==> src/hdl/q2e_pkg.sv <==
// Shared package for the quaternion to Euler angle converter.
// Holds widths, CORDIC angle table, pipeline payload structs.
// No dependencies.
package q2e_pkg;

    localparam int IN_W     = 16;    // quaternion component width
    localparam int ROLL_W   = 16;
    localparam int PITCH_W  = 15;
    localparam int YAW_W    = 16;

    localparam int QUAT_FRAC_BITS_DEF  = 14;
    localparam int ANGLE_FRAC_BITS_DEF = 13;
    localparam int CORDIC_STAGES_DEF   = 16;

    localparam int C_W      = 44;    // CORDIC x/y datapath, operands normalised below 2^40
    localparam int Z_W      = 34;    // angle accumulator, Q30 radians
    localparam int NORM_MSB = 39;    // normalised magnitude lies in [2^39, 2^40)
    localparam int MS_W     = 30;    // pitch sine magnitude, 30 fractional bits
    localparam int SQ_W     = 62;    // square root remainder / root
    localparam int SQ_TOP   = 60;    // top even bit of the radicand
    localparam int SQ_STEPS = 31;    // one root bit per cell

    localparam logic signed [Z_W-1:0] PI_Q30      = Z_W'(64'sd3373259426);
    localparam logic signed [Z_W-1:0] HALF_PI_Q30 = Z_W'(64'sd1686629713);

    typedef struct packed {
        logic signed [C_W-1:0] x;
        logic signed [C_W-1:0] y;
        logic signed [Z_W-1:0] z;
        logic                  x_neg;
        logic                  y_neg;
        logic                  zero;
    } t_cord_st;

    typedef struct packed {
        logic [SQ_W-1:0] v;
        logic [SQ_W-1:0] res;
    } t_sqrt_st;

    // atan(2^-i) in Q30 radians
    function automatic logic signed [Z_W-1:0] atan_q30(input int unsigned idx);
        logic signed [Z_W-1:0] r;
        unique case (idx)
            0:  r = Z_W'(64'sd843314857);
            1:  r = Z_W'(64'sd497837829);
            2:  r = Z_W'(64'sd263043837);
            3:  r = Z_W'(64'sd133525159);
            4:  r = Z_W'(64'sd67021687);
            5:  r = Z_W'(64'sd33543516);
            6:  r = Z_W'(64'sd16775851);
            7:  r = Z_W'(64'sd8388437);
            8:  r = Z_W'(64'sd4194283);
            9:  r = Z_W'(64'sd2097149);
            10: r = Z_W'(64'sd1048576);
            11: r = Z_W'(64'sd524288);
            12: r = Z_W'(64'sd262144);
            13: r = Z_W'(64'sd131072);
            14: r = Z_W'(64'sd65536);
            15: r = Z_W'(64'sd32768);
            16: r = Z_W'(64'sd16384);
            17: r = Z_W'(64'sd8192);
            18: r = Z_W'(64'sd4096);
            19: r = Z_W'(64'sd2048);
            20: r = Z_W'(64'sd1024);
            21: r = Z_W'(64'sd512);
            22: r = Z_W'(64'sd256);
            23: r = Z_W'(64'sd128);
            24: r = Z_W'(64'sd64);
            25: r = Z_W'(64'sd32);
            26: r = Z_W'(64'sd16);
            27: r = Z_W'(64'sd8);
            28: r = Z_W'(64'sd4);
            29: r = Z_W'(64'sd2);
            30: r = Z_W'(64'sd1);
            default: r = '0;
        endcase
        return r;
    endfunction

endpackage

==> src/hdl/q2e_sqrt_cell.sv <==
// One cell of the bit-per-cell integer square root chain.
// Depends on q2e_pkg.
module q2e_sqrt_cell #(
    parameter int IDX = 0
) (
    input  logic               i_clk,
    input  logic               i_en,
    input  q2e_pkg::t_sqrt_st  i_d,
    output q2e_pkg::t_sqrt_st  o_d
);
    import q2e_pkg::*;

    localparam logic [SQ_W-1:0] BIT = SQ_W'(1) << (SQ_TOP - 2 * IDX);

    logic [SQ_W-1:0] w_trial;
    t_sqrt_st        n_d;
    t_sqrt_st        r_d;

    always_comb begin
        w_trial = i_d.res + BIT;
        if (i_d.v >= w_trial) begin
            n_d.v   = i_d.v - w_trial;
            n_d.res = (i_d.res >> 1) + BIT;
        end else begin
            n_d.v   = i_d.v;
            n_d.res = i_d.res >> 1;
        end
    end

    always_ff @(posedge i_clk) begin
        if (i_en) begin
            r_d <= n_d;
        end
    end

    assign o_d = r_d;
endmodule

==> config.mk <==
export PLATFORM = sky130hd
export DESIGN_NAME = q2e_sqrt_cell
export DESIGN_NICKNAME = d
export VERILOG_FILES = /design/src/hdl/q2e_pkg.sv /design/src/hdl/q2e_sqrt_cell.sv
export SDC_FILE = /design/constraint.sdc
export NUM_CORES = 1
export LEC_CHECK = 0
export BUFFER_PORTS_ARGS = -buffer_cell sky130_fd_sc_hd__buf_2
export CAP_MARGIN = 15
export CORE_MARGIN = 2
export CORE_UTILIZATION = 30
export DETAILED_ROUTE_END_ITERATION = 6
export HOLD_SLACK_MARGIN = 0.05
export PLACE_DENSITY = 0.58
export SETUP_SLACK_MARGIN = 0.5
export SLEW_MARGIN = 20
export SYNTH_ARGS = -nofsm -noshare
export SYNTH_HDL_FRONTEND = slang
export SYNTH_SLANG_ARGS = --single-unit
export TNS_END_PERCENT = 30
==> constraint.sdc <==
create_clock -name i_clk -period 5.3 [get_ports i_clk]
set_input_delay 1.06 -clock i_clk [delete_from_list [all_inputs] [get_ports i_clk]]
set_output_delay 1.06 -clock i_clk [all_outputs]
set_load 0.05 [all_outputs]
Yosys cells after proc, flatten, opt, wreduce, memory -nomap -nowiden
Index checks and enable logic that the tools add are counted.
{"block": "totals", "input_bits": 126, "regBits": 124}
{"block": "classes", "mux": 1, "add_sub_neg": 3, "order_cmp": 1}
{"op": "$mux 124", "count": 1}
{"op": "$add 61x61->62 const B", "count": 1}
{"op": "$add 62x61->62 const B", "count": 1}
{"op": "$ge 62x62->1", "count": 1}
{"op": "$sub 62x62->62", "count": 1}

Longest topological paths before layout
{"block": "depth", "ltp_word": 3, "ltp_mapped": 14, "ltp_nobuf": 13}

Least setup slack after synthesis
No wires, ideal clock.
{"block": "synth_timing", "kind": "input to register", "from": "in i_d[2] (netlist name)", "to": "reg r_d (netlist bit o_d[101]) (data pin)", "t_required_ps": 5040, "setup_time_ps": 260, "cell_stages": 13, "n_path_buf": 1, "arrival_time_ps": 3863, "path_slack_ps": 1177, "path_cell_list": "inv_1 ha_1 nor2b_4 o21bai_1 a21oi_1 o31a_2 o2111ai_2 a21oi_2 a31oi_4 o21ai_2 a211oi_4 buf_6 mux2_4"}
{"item": "start, declared", "line_no": "q2e_sqrt_cell.sv:8", "rtl": "input q2e_pkg::t_sqrt_st i_d,"}
{"item": "end signal, assigned", "line_no": "q2e_sqrt_cell.sv:32", "rtl": "r_d <= n_d;"}
{"item": "end, declared", "line_no": "q2e_sqrt_cell.sv:17", "rtl": "t_sqrt_st r_d;"}

==> results_dict.tcl <==
set metrics [dict create \
    die_y_um 176 \
    min_path_type "input pin to flip-flop" \
    cts_hold_buf 0 \
    clock-sinks 124 \
    via_per_inst 4.83 \
    grt_pass1_vias 6901 \
    firstDrtPassIters 6 \
    placed_cells 1423 \
    crit_type "input pin to flip-flop" \
    relSlewSlack_pct 37.1 \
    htree_levels 4 \
    synth_top_family_by_area "compound AO/OA/AOI/OAI gates" \
    fill_cells 2920 \
    fp.dieArea_um2 31000 \
    synth_cells 822 \
    final-seq-area_um2 3720 \
    grt_max_degree 91 \
    setup_viol 0 \
    drv_cap 0 \
    tns_ns 0 \
    routed_wl_um 24100 \
    cts_tree "yes" \
    yosys.area_share.simple_pct 9.34 \
    p_comb_share_pct 34.9 \
    wl_per_cell_um 16.6 \
    max_slew.worst_pin.slew_ns 0.936 \
    yosys_warnings 0 \
    ys_types 68 \
    finalHoldViolCount 0 \
    core_area_um2 28900 \
    syn_area_um2 8880 \
    startpoint_type "input pin" \
    ios 250 \
    cts_buffers 17 \
    port_buffers 249 \
    status "finished, final reports clean" \
    grt.overflow.total 0 \
    grtUsageTotal_pct 15.5 \
    gp_congestion 0.835 \
    cp.required_ns 5.48 \
    synth_area_per_cell_um2 10.8 \
    diodes 0 \
    fin_nets 1247 \
    async_reset_ff_share_pct 0 \
    ant_nets 0 \
    route.vias.total 7034 \
    final_area_um2 10900 \
    period_needed_ns 4.63 \
    synth_adder_area_share_pct 8.96 \
    synth-main-ff-cell "edfxtp_1" \
    initial_utilization_pct 30.7 \
    synth_compound_area_share_pct 16.7 \
    worstPathMaxFanout 5 \
    rsz0062_at_grt "no" \
    synth_fp_nets 1011 \
    intPower_mw 2.42 \
    drc 0 \
    cts_root_buffer "clkbuf_16" \
    antenna_found_initial 0 \
    ys_seq_area_share_pct 41.9 \
    grt_first_pass_wirelength_um 37400 \
    finish.utilization_pct 37.8 \
    largest_reg_flops 124 \
    clkPwrFrac_pct 31.9 \
    end_kind "flip-flop" \
    synth_xor_area_share_pct 6.02 \
    irDropWorstVdd_mv 0.135 \
    final_cells 1455 \
    area_delta_synth_final_pct 23.1 \
    sw_frac_of_total_pct 36.0 \
    slew_violations 0 \
    cts_buffer_depth 2 \
    p_sw_mw 1.36 \
    row_count 62 \
    fin_crit_sh_pct 87.4 \
    yosys-mux-area-fraction_pct 10.1 \
    drive_gt1_share_pct 33.9 \
    cp.arrival_ns 4.82 \
    cts_resized 0 \
    ys_ff_latch 124 \
    power.density_nw_per_um2 346 \
    fp.dieW_um 176 \
    multi_input_area_um2 4550 \
    cts.clk_slew.worst_paths_ns 0.07 \
    synth_edf_count 124 \
    post_cts_buffers 0 \
    drt_iter0_drc 327 \
    p_seq_share_pct 33.1 \
    hpwlAfterDp_um 19300 \
    p_leak_nw 4.94 \
    placed_cell_area_um2 10300 \
    max_freq_mhz 216 \
]
layout by cell type, fill, tap and decap left out, types with 3 or more instances in the layout:
master	count
a21boi_0	6
ha_1	62
nand3_1	11
or3_1	4
clkbuf_16	17
o211ai_1	8
nand4_1	20
nor2_1	34
a21oi_1	82
a211oi_1	6
inv_1	74
edfxtp_1	124
and3_1	5
o21a_1	7
xor2_1	22
o21bai_1	11
nand2b_1	4
o31ai_1	4
clkinvlp_4	6
o21ai_0	43
nand2_1	63
and2_1	5
mux2i_1	3
mux2_2	4
nor2b_1	5
bufinv_16	3
a31oi_1	11
xnor2_1	39
clkinv_1	3
buf_2	248
a21o_1	26
nor3_1	9
mux2_4	55
worst max-delay path, stage by stage:
cell and delay [ns]:
buf_2 0.10, inv_1 0.04, ha_1 0.35, a21oi_1 0.11, a211oi_1 0.48, o211ai_1 0.22, a211o_1 0.37, a211oi_1 0.58
o21ai_0 0.40, a21oi_1 0.49, a31oi_1 0.18, xnor2_1 0.16, mux2_4 0.28
final timing paths:
kind / from / slack [ns] / endpoint / cells after the start
worst min-delay path: i_d[4] / 0.81 / o_d[3] / 1
worst max-delay path: i_d[2] / 0.67 / o_d[119] / 13
synthesized netlist by cell type, drive strengths merged (5+ instances only):
master	n	share of area (%)
buf	22	2.3
clkbuf	7	0.61
xnor2	39	3.8
a21oi	85	5.0
o21bai	11	0.93
o211ai	8	0.68
a211oi	7	0.73
nor3	9	0.51
a21o	28	2.4
o21ai	44	2.5
inv	74	3.1
nand4	20	1.4
edfxtp	124	42
nor2b	6	0.51
a21boi	6	0.51
xor2	22	2.2
and3	5	0.35
ha	62	8.7
nand2	63	2.7
and2	7	0.52
a31oi	12	1.0
mux2	59	9.8
o21a	7	0.59
nor2	34	1.4
nand3	11	0.62
power by group through the flow:
stage	Clock [mW]	Sequential (mW)	Combinational (mW)
finish	1.21	1.25	1.32
global route	1.27	1.27	1.42
CTS	1.24	1.26	1.33
detailed placement	0	1.27	1.33
global placement	0	1.27	1.32
floorplan	0	1.68	0.624
kinds of logic after synthesis:
family                     count (synthesis)
DFF                                      124
AOI/OAI and AO/OA                        230
xor gates and xnor gates                  61
and+or+nand+nor                          172
muxes                                     62
buffers and inverters                    110
adders and majority gates                 63
metrics by stage:
| step | worst slack, ns | hold WS [ns] | power, mW |
|---|---|---|---|
| after global routing | 0.518 | 0.796 | 3.96 |
| after floorplan | 1.18 | 1.16 | 2.30 |
| after detailed placement | 0.288 | 1.25 | 2.60 |
| after global placement | 0.291 | 1.25 | 2.59 |
| after CTS | 0.715 | 0.791 | 3.82 |
| final | 0.665 | 0.813 | 3.78 |
cell type report:
| class | instances | share of cell area [%] |
|---|---|---|
| multi-input cells | 588 | 41.6 |
| flip-flops and latches | 124 | 34.1 |
| repair buffers | 253 | 12.0 |
| well taps | 384 | 4.39 |
| clock buffers | 17 | 3.89 |
| inverters | 74 | 2.54 |
| clock inverters | 15 | 1.58 |
per-layer routing:
layer / routed length (µm) / GRT usage (%)
met1: 11100 / 20.5
met2: 11000 / 24.7
met3: 1440 / 3.47
met4: 586 / 5.99
met5: 0 / 0
No activity file was read; power rests on OpenSTA's default activity.
